`config.mk`:
```
export PLATFORM = sky130hd
export DESIGN_NAME = assembly_source_tokenizer
export DESIGN_NICKNAME = d
export VERILOG_FILES = /design/src/ast_pkg.sv /design/src/assembly_source_tokenizer.sv /design/src/ast_token_fifo.sv
export VERILOG_INCLUDE_DIRS = /design/src /design/src/src
export SDC_FILE = /design/constraint.sdc
export NUM_CORES = 2
export LEC_CHECK = 0
export ABC_CLOCK_PERIOD_IN_PS = 16950
export BUFFER_PORTS_ARGS = -buffer_cell sky130_fd_sc_hd__buf_2
export CORE_MARGIN = 5
export CORE_UTILIZATION = 30
export DETAILED_ROUTE_END_ITERATION = 10
export PLACE_DENSITY_LB_ADDON = 0.12
export SYNTH_ARGS = -nofsm -noshare
export SYNTH_HDL_FRONTEND = slang
export SYNTH_SLANG_ARGS = --single-unit
```
`constraint.sdc`:
```
create_clock -name clk -period 16.95 [get_ports clk]
set_input_delay 2.5425 -clock clk [delete_from_list [all_inputs] [get_ports clk]]
set_output_delay 2.5425 -clock clk [all_outputs]
set_load 0.1 [all_outputs]
```
`src/assert_macros.svh`:
```
// Assertion macros shared by the tokenizer RTL.
// Every macro samples on clk and is disabled while arst_n is low.
`ifndef ASSERT_MACROS_SVH
`define ASSERT_MACROS_SVH

// Property must hold at every clock edge out of reset.
`define AST_ASSERT(label, prop, msg) \
	label: assert property (@(posedge clk) disable iff (!arst_n) (prop)) else $error(msg);

// When the trigger holds, the consequence must hold in the cycle after.
`define AST_ASSERT_NEXT(label, trig, cons, msg) \
	label: assert property (@(posedge clk) disable iff (!arst_n) (trig) |=> (cons)) \
		else $error(msg);

`endif

```
`src/ast_pkg.sv`:
```
// Package for the assembly source tokenizer: word types, token codes,
// character classes, keyword table and token builders. No dependencies.
`timescale 1ns / 1ps
`default_nettype none

package ast_pkg;

	localparam int KEYWORD_MAX_CHARS = 5;
	localparam int PREFIX_W          = 8 * KEYWORD_MAX_CHARS;
	localparam int KW_COUNT          = 21;

	localparam int FIFO_DEPTH = 8;
	localparam int FIFO_AW    = $clog2(FIFO_DEPTH);
	localparam int FIFO_CW    = $clog2(FIFO_DEPTH + 1);

	localparam logic [30:0] NUM_SAT = 31'h7FFF_FFFF;

	localparam logic [3:0] K_INSTR   = 4'd0;
	localparam logic [3:0] K_LABEL   = 4'd1;
	localparam logic [3:0] K_NUMBER  = 4'd2;
	localparam logic [3:0] K_PERIOD  = 4'd3;
	localparam logic [3:0] K_COMMA   = 4'd4;
	localparam logic [3:0] K_AMP     = 4'd5;
	localparam logic [3:0] K_HASH    = 4'd6;
	localparam logic [3:0] K_MINUS   = 4'd7;
	localparam logic [3:0] K_NEWLINE = 4'd8;
	localparam logic [3:0] K_EOF     = 4'd9;
	localparam logic [3:0] K_ILLEGAL = 4'd10;

	localparam logic [2:0] MODE_IDLE    = 3'd0;
	localparam logic [2:0] MODE_WORD    = 3'd1;
	localparam logic [2:0] MODE_NUM     = 3'd2;
	localparam logic [2:0] MODE_DASH    = 3'd3;
	localparam logic [2:0] MODE_COMMENT = 3'd4;

	localparam logic [7:0] CH_TAB   = 8'h09;
	localparam logic [7:0] CH_LF    = 8'h0A;
	localparam logic [7:0] CH_CR    = 8'h0D;
	localparam logic [7:0] CH_SPACE = 8'h20;
	localparam logic [7:0] CH_HASH  = 8'h23;
	localparam logic [7:0] CH_AMP   = 8'h26;
	localparam logic [7:0] CH_COMMA = 8'h2C;
	localparam logic [7:0] CH_DASH  = 8'h2D;
	localparam logic [7:0] CH_DOT   = 8'h2E;
	localparam logic [7:0] CH_SEMI  = 8'h3B;
	localparam logic [7:0] CH_ZERO  = 8'h30;

	typedef struct packed {
		logic [7:0] source_byte;
		logic       final_byte;
	} src_t;

	typedef struct packed {
		logic [3:0]  token_kind;
		logic [4:0]  keyword_code;
		logic [30:0] number_value;
		logic [31:0] label_offset;
		logic [15:0] label_length;
		logic [31:0] line_number;
		logic [15:0] column_number;
		logic        stream_done;
	} tok_t;

	typedef struct packed {
		logic [FIFO_CW-1:0] count;
		logic               room;
	} fifo_stat_t;

	function automatic logic is_alpha(input logic [7:0] c);
		return (c >= 8'h41 && c <= 8'h5A) || (c >= 8'h61 && c <= 8'h7A) || c == 8'h5F;
	endfunction

	function automatic logic is_digit(input logic [7:0] c);
		return c >= 8'h30 && c <= 8'h39;
	endfunction

	// Keywords packed first byte in the low bits.
	function automatic logic [39:0] kw_text(input int i);
		case (i)
			0:       return 40'h0000_766f6d;
			1:       return 40'h0000_646461;
			2:       return 40'h0000_627573;
			3:       return 40'h0000_766964;
			4:       return 40'h0000_6c756d;
			5:       return 40'h0000_646f6d;
			6:       return 40'h0000_726873;
			7:       return 40'h0000_6c6873;
			8:       return 40'h0000_636e69;
			9:       return 40'h0000_636564;
			10:      return 40'h0000_706d6a;
			11:      return 40'h0000_7a6e6a;
			12:      return 40'h0000_72736a;
			13:      return 40'h0000_007a6a;
			14:      return 40'h0000_00656a;
			15:      return 40'h0000_656e6a;
			16:      return 40'h0000_656c6a;
			17:      return 40'h0000_72676a;
			18:      return 40'h0000_74756f;
			19:      return 40'h7475_706e69;
			20:      return 40'h0000_746572;
			default: return 40'h0;
		endcase
	endfunction

	function automatic logic [15:0] kw_len(input int i);
		case (i)
			13, 14:  return 16'd2;
			19:      return 16'd5;
			default: return 16'd3;
		endcase
	endfunction

	function automatic tok_t make_tok(input logic [3:0] kind, input logic [31:0] line,
		input logic [15:0] col);
		tok_t t;
		t               = '0;
		t.token_kind    = kind;
		t.line_number   = line;
		t.column_number = col;
		t.stream_done   = (kind == K_EOF);
		return t;
	endfunction

	// Token for whatever the mode holds; caller checks that the mode is pending.
	function automatic tok_t flush_tok(input logic [2:0] mode,
		input logic [PREFIX_W-1:0] prefix, input logic [15:0] count,
		input logic [31:0] wbegin, input logic [30:0] sum, input logic [15:0] ncol,
		input logic [31:0] line, input logic [15:0] col);
		tok_t t;
		logic hit;
		t   = make_tok(K_MINUS, line, col);
		hit = 1'b0;
		case (mode)
			MODE_WORD: begin
				t.token_kind   = K_LABEL;
				t.label_offset = wbegin;
				t.label_length = count;
				for (int i = 0; i < KW_COUNT; i++) begin
					if (!hit && count == kw_len(i) && prefix == PREFIX_W'(kw_text(i))) begin
						hit            = 1'b1;
						t.token_kind   = K_INSTR;
						t.keyword_code = 5'(i);
						t.label_offset = '0;
						t.label_length = '0;
					end
				end
			end
			MODE_NUM: begin
				t.token_kind    = K_NUMBER;
				t.number_value  = sum;
				t.column_number = ncol;
			end
			default: begin
				t.token_kind = K_MINUS;
			end
		endcase
		return t;
	endfunction

	function automatic logic is_pending(input logic [2:0] mode);
		return mode == MODE_WORD || mode == MODE_NUM || mode == MODE_DASH;
	endfunction

endpackage

`default_nettype wire

```
`src/assembly_source_tokenizer.sv`:
```
// Assembly source tokenizer, one source byte per word in, one token per word out.
// A byte is taken in every cycle while the token queue has room for three
// tokens; its tokens (at most three: a pending word, number or minus, the
// byte's own token, and on the final byte a flush plus eof) enter an
// eight-entry queue in the same cycle. Input rate is one byte per cycle, and
// output one token per cycle while tok_ready is high, set by the single read port.
// Depends on ast_pkg, ast_token_fifo and assert_macros.svh.
`timescale 1ns / 1ps
`default_nettype none
`include "assert_macros.svh"

module assembly_source_tokenizer import ast_pkg::*; (
	input  wire logic clk,
	input  wire logic arst_n,
	input  wire logic src_valid,
	output logic      src_ready,
	input  wire src_t src,
	output logic      tok_valid,
	input  wire logic tok_ready,
	output tok_t      tok
);

	logic [2:0]          mode_q, mode_n;
	logic [PREFIX_W-1:0] prefix_q, prefix_n;
	logic [15:0]         wcount_q, wcount_n;
	logic [31:0]         wbegin_q, wbegin_n;
	logic [30:0]         sum_q, sum_n;
	logic [15:0]         ncol_q, ncol_n;
	logic [31:0]         line_q, line_n;
	logic [15:0]         col_q, col_n;
	logic [31:0]         pos_q, pos_n;
	logic                err_q, err_n;

	tok_t       cand [4];
	logic [3:0] cand_v;
	tok_t       slot [3];
	logic [1:0] wr_num;
	logic       take;
	fifo_stat_t fstat;

	logic [7:0]  b;
	logic        consumed;
	logic [34:0] mac;

	assign b         = src.source_byte;
	assign src_ready = fstat.room;
	assign take      = src_valid && src_ready;

	always_comb begin
		mode_n   = mode_q;
		prefix_n = prefix_q;
		wcount_n = wcount_q;
		wbegin_n = wbegin_q;
		sum_n    = sum_q;
		ncol_n   = ncol_q;
		err_n    = err_q;
		consumed = 1'b0;
		cand_v   = '0;
		mac      = {sum_q, 3'b000} + {3'b000, sum_q, 1'b0} + {31'd0, b[3:0] - CH_ZERO[3:0]};

		// every byte advances position once, and the line on LF or else the column (saturating)
		pos_n = pos_q + 32'd1;
		if (b == CH_LF) begin
			line_n = line_q + 32'd1;
			col_n  = '0;
		end else begin
			line_n = line_q;
			col_n  = (col_q == 16'hFFFF) ? col_q : col_q + 16'd1;
		end

		cand[0] = flush_tok(mode_q, prefix_q, wcount_q, wbegin_q, sum_q, ncol_q,
			line_q, col_q);

		case (mode_q)
			MODE_COMMENT: begin
				if (b == CH_LF) mode_n = MODE_IDLE;
				else consumed = 1'b1;
			end
			MODE_DASH: begin
				if (b == CH_DASH) begin
					mode_n   = MODE_COMMENT;
					consumed = 1'b1;
				end else begin
					cand_v[0] = 1'b1;
					mode_n    = MODE_IDLE;
				end
			end
			MODE_WORD: begin
				if (is_alpha(b) || is_digit(b)) begin
					for (int i = 0; i < KEYWORD_MAX_CHARS; i++) begin
						if (wcount_q == 16'(i)) prefix_n[8*i +: 8] = b;
					end
					if (wcount_q != 16'hFFFF) wcount_n = wcount_q + 16'd1;
					consumed = 1'b1;
				end else begin
					cand_v[0] = 1'b1;
					mode_n    = MODE_IDLE;
				end
			end
			MODE_NUM: begin
				if (is_digit(b)) begin
					sum_n    = (mac > 35'(NUM_SAT)) ? NUM_SAT : mac[30:0];
					consumed = 1'b1;
				end else begin
					cand_v[0] = 1'b1;
					mode_n    = MODE_IDLE;
				end
			end
			default: begin
				mode_n = MODE_IDLE;
			end
		endcase

		cand[1] = make_tok(K_NEWLINE, line_n, col_n);
		if (!consumed) begin
			if (b == CH_SPACE || b == CH_TAB || b == CH_CR) begin
				cand_v[1] = 1'b0;
			end else if (b == CH_LF || b == CH_SEMI) begin
				cand_v[1] = 1'b1;
			end else if (b == CH_DOT) begin
				cand_v[1] = 1'b1;
				cand[1].token_kind = K_PERIOD;
			end else if (b == CH_COMMA) begin
				cand_v[1] = 1'b1;
				cand[1].token_kind = K_COMMA;
			end else if (b == CH_AMP) begin
				cand_v[1] = 1'b1;
				cand[1].token_kind = K_AMP;
			end else if (b == CH_HASH) begin
				cand_v[1] = 1'b1;
				cand[1].token_kind = K_HASH;
			end else if (b == CH_DASH) begin
				mode_n = MODE_DASH;
			end else if (is_alpha(b)) begin
				mode_n   = MODE_WORD;
				wbegin_n = pos_q;
				wcount_n = 16'd1;
				prefix_n = PREFIX_W'(b);
			end else if (is_digit(b)) begin
				mode_n = MODE_NUM;
				sum_n  = 31'(b - CH_ZERO);
				ncol_n = col_n;
			end else begin
				err_n     = 1'b1;
				cand_v[1] = 1'b1;
				cand[1].token_kind = K_ILLEGAL;
			end
		end

		cand[2] = flush_tok(mode_n, prefix_n, wcount_n, wbegin_n, sum_n, ncol_n,
			line_n, col_n);
		cand[3] = make_tok(K_EOF, line_n, col_n);
		if (src.final_byte) begin
			cand_v[2] = is_pending(mode_n);
			cand_v[3] = 1'b1;
			// back to reset state for the next source
			mode_n   = MODE_IDLE;
			prefix_n = '0;
			wcount_n = '0;
			wbegin_n = '0;
			sum_n    = '0;
			ncol_n   = '0;
			line_n   = 32'd1;
			col_n    = '0;
			pos_n    = '0;
			err_n    = 1'b0;
		end
	end

	// pack valid candidates into consecutive queue slots
	always_comb begin
		logic [2:0] n;
		n = '0;
		for (int s = 0; s < 3; s++) slot[s] = cand[3];
		for (int i = 0; i < 4; i++) begin
			if (cand_v[i]) begin
				if (n < 3'd3) slot[n[1:0]] = cand[i];
				n = n + 3'd1;
			end
		end
		wr_num = take ? n[1:0] : 2'd0;
	end

	always_ff @(posedge clk or negedge arst_n) begin
		if (!arst_n) begin
			mode_q   <= MODE_IDLE;
			prefix_q <= '0;
			wcount_q <= '0;
			wbegin_q <= '0;
			sum_q    <= '0;
			ncol_q   <= '0;
			line_q   <= 32'd1;
			col_q    <= '0;
			pos_q    <= '0;
			err_q    <= 1'b0;
		end else if (take) begin
			mode_q   <= mode_n;
			prefix_q <= prefix_n;
			wcount_q <= wcount_n;
			wbegin_q <= wbegin_n;
			sum_q    <= sum_n;
			ncol_q   <= ncol_n;
			line_q   <= line_n;
			col_q    <= col_n;
			pos_q    <= pos_n;
			err_q    <= err_n;
		end
	end

	ast_token_fifo u_fifo (
		.clk      (clk),
		.arst_n   (arst_n),
		.wr_num   (wr_num),
		.wr_tok   (slot),
		.rd_tok   (tok),
		.rd_valid (tok_valid),
		.rd_ready (tok_ready),
		.stat     (fstat)
	);

	`AST_ASSERT(a_fifo_bound, fstat.count <= FIFO_CW'(FIFO_DEPTH), "token queue overflow")
	`AST_ASSERT(a_out_valid, tok_valid == (fstat.count != '0), "token valid disagrees with fill")
	`AST_ASSERT_NEXT(a_final_reset, take && src.final_byte, mode_q == MODE_IDLE && line_q == 32'd1 && pos_q == '0 && !err_q, "state not cleared after final byte")
	`AST_ASSERT(a_err_line, !(mode_q == MODE_COMMENT && pos_q == '0), "comment mode at source start")

endmodule

`default_nettype wire

```
`src/ast_token_fifo.sv`:
```
// Token queue: takes up to three tokens per cycle, hands out one per cycle while rd_ready is high.
// Depends on ast_pkg.
`timescale 1ns / 1ps
`default_nettype none

module ast_token_fifo import ast_pkg::*; (
	input  wire logic       clk,
	input  wire logic       arst_n,
	input  wire logic [1:0] wr_num,
	input  wire tok_t       wr_tok [3],
	output tok_t            rd_tok,
	output logic            rd_valid,
	input  wire logic       rd_ready,
	output fifo_stat_t      stat
);

	tok_t               mem [FIFO_DEPTH];
	logic [FIFO_AW-1:0] wptr_q, rptr_q;
	logic [FIFO_CW-1:0] count_q;
	logic               pop;

	assign rd_valid  = (count_q != '0);
	assign rd_tok    = mem[rptr_q];
	assign pop       = rd_valid && rd_ready;
	assign stat.count = count_q;
	assign stat.room  = (count_q <= FIFO_CW'(FIFO_DEPTH - 3));

	always_ff @(posedge clk) begin
		for (int i = 0; i < 3; i++) begin
			if (2'(i) < wr_num) begin
				mem[wptr_q + FIFO_AW'(i)] <= wr_tok[i];
			end
		end
	end

	always_ff @(posedge clk or negedge arst_n) begin
		if (!arst_n) begin
			wptr_q  <= '0;
			rptr_q  <= '0;
			count_q <= '0;
		end else begin
			wptr_q  <= wptr_q + FIFO_AW'(wr_num);
			rptr_q  <= rptr_q + FIFO_AW'(pop);
			count_q <= count_q + FIFO_CW'(wr_num) - FIFO_CW'(pop);
		end
	end

endmodule

`default_nettype wire
```
======== Word level (Yosys, flattened, before mapping) ========
Memory sizes are Yosys's and may differ from the RTL's.
Cells that the tools add are included.
storage, ports and cells
  register bits after elaboration ......... 228
  bits in writable memories ............... 1096
  input bits .............................. 13
  output and inout bits ................... 139
  word-level logic and storage cells ...... 629
  memories ................................ 1
memory list
  memory      depth  width  read ports  clocked after Yosys merged registers in  wr ports  line                  text
  u_fifo.mem  8      137    1           0                                        3         ast_token_fifo.sv:17  tok_t mem [FIFO_DEPTH];
operators by class
  add/sub/neg operators ................... 16
  $lt $le $gt $ge ......................... 20
  equality and inequality tests ........... 72
  muxes and demuxes ....................... 365
  bitwise operators ....................... 3
  reduce and logical (&&, ||, !) cells .... 140
operators by type and width
  kind                   number
  $mux 411               6
  $mux 40                54
  $mux 48                44
  $eq 40x40->1           42
  $bwmux 411             3
  $demux 137 s2          3
  $mux 16                35
  $mux 137               4
  $mux 31                16
  $mux 32                13
  $mux 9                 40
  $mux 1                 103
  $eq 16x16->1           6
  $logic_and 1x1->1      90
  $add 32x1->32 const B  2
  $eq 8x6->1 const B     7
  $mux 3                 17
  $logic_not 1->1        40
  $mux 8                 5
  $add 34x32->35         1
  $add 35x4->35          1
  $gt 35x31->1 const B   1
  $add 16x1->16 const B  2
  $eq 16x2->1 const B    2
  39 further kinds       79

======== Depth between registers and ports, before layout ========
  depth after elaboration ................. 129
  gate-level depth with buffers ........... 29

======== Hierarchy ========
A second synthesis with hierarchy kept.
second synthesis, totals
  cells, all modules ...................... 10695
  area, all modules ....................... 95089.9 um^2
modules (own cells, without submodules)
  module                     instances  cells each  area each (um^2)  sequential area each (um^2)
  ast_token_fifo             1          7646        73495.5           33161.8
  assembly_source_tokenizer  1          3049        21594.5           5456.5

======== Worst setup path before layout ========
OpenSTA, ideal clock, no wires.
  path kind ............................... input to register
  from .................................... input src[6] (netlist name)
  to ...................................... memory u_fifo.mem[1][0] (netlist name), enable pin
  setup time .............................. 0.833 ns
  data arrival time ....................... 16.381 ns
  slack ................................... -0.264 ns
  stages .................................. 18
  path buffers ............................ 2
  path through ............................ clkbuf_1 -> inv_1 -> ha_1 -> or3b_1 -> or2_1 -> buf_2 -> a32o_1 -> o31a_1 -> o41a_1 -> a31oi_2 -> inv_2 -> fa_1 -> ha_1 -> mux2i_1 -> nand2_1 -> nand2_1 -> nand2_1 -> o31ai_1
RTL lines
  element             line                             text
  start: declaration  assembly_source_tokenizer.sv:17  input wire src_t src,
  end: declaration    ast_token_fifo.sv:17

==> impl_metrics.csv <==
group,metric,value,unit
clock_tree,cts_tree,"done",
logic_synthesis,synth_area_per_cell,11.1,sq um
logic_synthesis,synthTopCellsByArea,"edfxtp_1, mux4_2, dfrtp_1",
hold_path,min_from,"prefix_q[7]",
logic_synthesis,syn_inst,6679,
logic_synthesis,syn_nets,6787,
routing,via_count,58600,
hold_path,hp-class,"register to register",
clock_tree,clock_path_buffers,3,
final_layout,fin_util,34.1,%
routing,wl_met1,133000,microns
die,fp.dieH,507,microns
pwr,p_leak,30.0,nW
global_route,grt_util_all_layers,23.5,%
logic_synthesis,synth_area_leader_cell,"edfxtp_1",
setup_path,cp-start-kind,"input port",
routing,wl_met2,145000,microns
clock_tree,cts_sinks,1324,
sta,period_needed,9.95,ns
sta,min_period_over_period,58.7,%
global_route,grt_max_degree,110,
sta,fmax,100,MHz
clock_tree,cts-root-buf,"clkbuf_16",
placement,port_buffers,151,
logic_synthesis,synth_top_area_share,44.4,%
setup_path,path_max_fanout,30,
routing,wl_per_cell,31.2,microns
routing,met3_length,21500,microns
setup_path,path_class,"input port to register",
placement,place_congestion,0.892,
global_route,antenna_found_initial,21,
global_route,grt_pass1_wl,444000,microns
setup_path,path_cells,"buf_2 -> inv_1 -> ha_1 -> or3b_1 -> or2_1 -> buf_4 -> a32o_1 -> nor3_1 -> o21ai_1 -> a31oi_2 -> inv_2 -> fa_1 -> ha_1 -> mux2i_1 -> nand2_1 -> or2_1 -> nor2_1 -> nand2_1 -> buf_4 -> nand2_2 -> buf_4 -> nor2_4 -> nor2_1 -> mux2_2",
setup_path,crit_arrival,10.50,ns
placement,dp_cells,9651,
logic_synthesis,ys_types,107,
routing,wl,310000,microns
clock_tree,hold_buffers,0,
routing,ant_nets,0,
setup_path,cp_slowest_stage_delay,0.93,ns
clock_tree,cts_setup_buffers,0,
routing,dr.pass1.iters,6,
pwr,ir_drop,227,uV
sta,slew_headroom,1.73,%
sta,tightest_slew,1.46,ns
setup_path,worstPathRequired,17.50,ns
routing,dr.first_iter.drc_count,6483,
sta,final_max_slew_viol_count,0,
pwr,power_density,182,nW/um^2
setup_path,cp-end-kind,"register",
die,die_area,257000,sq um
sta,setup-violations-final,0,
logic_synthesis,synth-edff-count,1096,
setup_path,crit_path_top_delay_cell,"nor2_4",
logic_synthesis,yosys_register_bits,1324,
logic_synthesis,synth_area,74100,sq um
final_layout,syn_to_final_growth,13.1,%
logic_synthesis,ys_seq_area_share,52.1,%
setup_path,regToRegStartpoint,"mode_q[2]",
clock_tree,clk_latency,0.83,ns
final_layout,layout-drive-gt1-share,16.7,%
routing,drc,0,
outcome,status,"finished, final reports clean",
logic_synthesis,ys_warn_count,0,
run,drv_cap,0,
global_route,grt-ovfl-total,0,
routing,routed.top_layer,"met5",
clock_tree,htreeDepth,4,
die,fp.coreArea,246000,sq um
die,die_w,507,microns
clock_tree,cts_buffers,163,
setup_path,critPathLaunch,"src[5]",
sta,clock_skew,0.0384,ns
logic_synthesis,ys_async_sr_fraction,17.2,%
clock_tree,clk_pin_slew,0.06,ns
clock_tree,cts_resized,0,
die,initial_utilization,30.1,%
sta,rsz0062_at_grt,"false",
final_layout,fin_nets,6704,
die,row_count,182,
placement,hpwl,188000,microns
sta,hold_violations,0,
setup_path,cp_common_cell,"buf_4",
die,pin_count,152,
sta,finalSetupTns,0,ns
logic_synthesis,synth_flop_cell,"edfxtp_1",
routing,detail_route.vias_per_cell,5.88,
global_route,grt_pass1_vias,58500,
final_layout,layout.cells.non_filler,9961,
-- power by group --
part	leakage (nW)	internal, mW	total [mW]	switching, mW
sequential	13.3	4.21	4.58	0.363
combinational	14.1	1.83	7.18	5.34
clock	2.56	1.98	3.49	1.51
-- cells by family after synthesis --
family                   after synthesis  synth area share [%]
AO/OA/AOI/OAI                       1747                  15.5
XOR/XNOR                             312                  3.69
adder cells (fa/ha/maj)               95                  1.65
buffers and inverters                642                  3.38
flip-flops                          1324                  52.1
multiplexers                         493                  11.5
AND/OR/NAND/NOR                     2066                  12.1
-- final timing paths --
check,cells after the start,end,slack (ns)
min reg2reg,1,prefix_q[7],0.49
max in group asynchronous,3,u_fifo.rptr_q[2],13.14
min,1,prefix_q[7],0.49
max,24,u_fifo.mem[3][18],7.00
min in group asynchronous,1,line_q[20],1.73
max reg2reg,20,u_fifo.mem[3][18],9.29
-- critical path, delay by kind of cell --
| kind | cells | cell delay, ns |
|---|---|---|
| multiplexers | 2 | 0.39 |
| AO/OA/AOI/OAI | 3 | 1.10 |
| AND/OR/NAND/NOR | 10 | 3.45 |
| buffers and inverters | 6 | 1.71 |
| adder cells (fa/ha/maj) | 3 | 1.20 |
-- layout by cell type (no fill, tap or decap), drive strengths merged, types with 24 or more instances in the layout --
master     n
a22o      43
a32oi     39
inv       68
mux4     274
and2      24
clkbuf   217
or2       28
dfrtp    227
xnor2     74
clkinv    64
nor2     643
a211oi    27
mux2     152
o22ai    254
a22oi     83
edfxtp  1096
nand4     32
nand2b    28
and3      32
nand2    908
a221oi    59
a21o      30
o31ai     54
nand3    100
buf      337
ha        90
o21a      39
nor3     122
o21ai    558
xor2     238
mux2i     67
o221ai   171
or3       45
a21oi    225
-- state kept, by name, indices dropped and copies added, names as in the netlist --
signal,count
u_fifo.count_q,4
wcount_q,16
col_q,16
pos_q,32
sum_q,31
wbegin_q,32
u_fifo.wptr_q,3
prefix_q,40
line_q,32
u_fifo.mem,1096
u_fifo.rptr_q,3
ncol_q,16
mode_q,3
-- through the flow --
step | hold WS, ns | instance area, sq um | setup slack [ns] | power (mW)
after floorplan | 0.444 | 74100 | 0.165 | 9.90
after global placement | 0.464 | 78500 | 6.38 | 11.8
after detailed placement | 0.480 | 78500 | 6.35 | 11.9
after CTS | 0.494 | 83800 | 7.21 | 15.4
after global routing | 0.517 | 83800 | 6.76 | 15.8
final | 0.493 | 83800 | 7.00 | 15.2
-- synthesized netlist by cell type (20+ instances only) --
master / instances
buf_1: 53
o21a_1: 39
a21oi_1: 224
nand2_1: 907
clkbuf_1: 496
a21o_1: 30
o22ai_1: 254
edfxtp_1: 1096
nor2b_1: 22
mux4_2: 274
nor2_1: 640
inv_1: 55
buf_2: 23
nand3_1: 100
o21ai_1: 72
o221ai_1: 171
ha_1: 90
o31ai_1: 54
a32oi_1: 38
nand4_1: 31
a22o_1: 43
a211oi_1: 24
a221oi_1: 59
or3_1: 45
nor4_1: 20
or2_2: 23
nor3_1: 118
nand2b_1: 28
mux2_2: 152
and2_1: 22
o21ai_0: 485
a22oi_1: 83
and3_1: 32
dfrtp_1: 227
xnor2_1: 74
mux2i_1: 67
xor2_1: 238
-- layer usage --
| layer | up-vias | GRT usage, % |
|---|---|---|
| met5 | - | 0 |
| met1 | 29900 | 31.9 |
| li1 | 25300 | - |
| met4 | 2 | 8.20 |
| met3 | 638 | 3.92 |
| met2 | 2705 | 37.9 |
-- cell type report --
type / instances / area [sq um]
antenna: 5 / 12.5
clock buffer: 217 / 4490
clock inverter: 88 / 768
fill: 24600 / 162000
inverter: 57 / 214
multi-input combinational: 4713 / 33400
sequential: 1324 / 38600
tap: 3220 / 4030
timing repair buffer: 337 / 2260
Power figures use the tool's default switching activity.
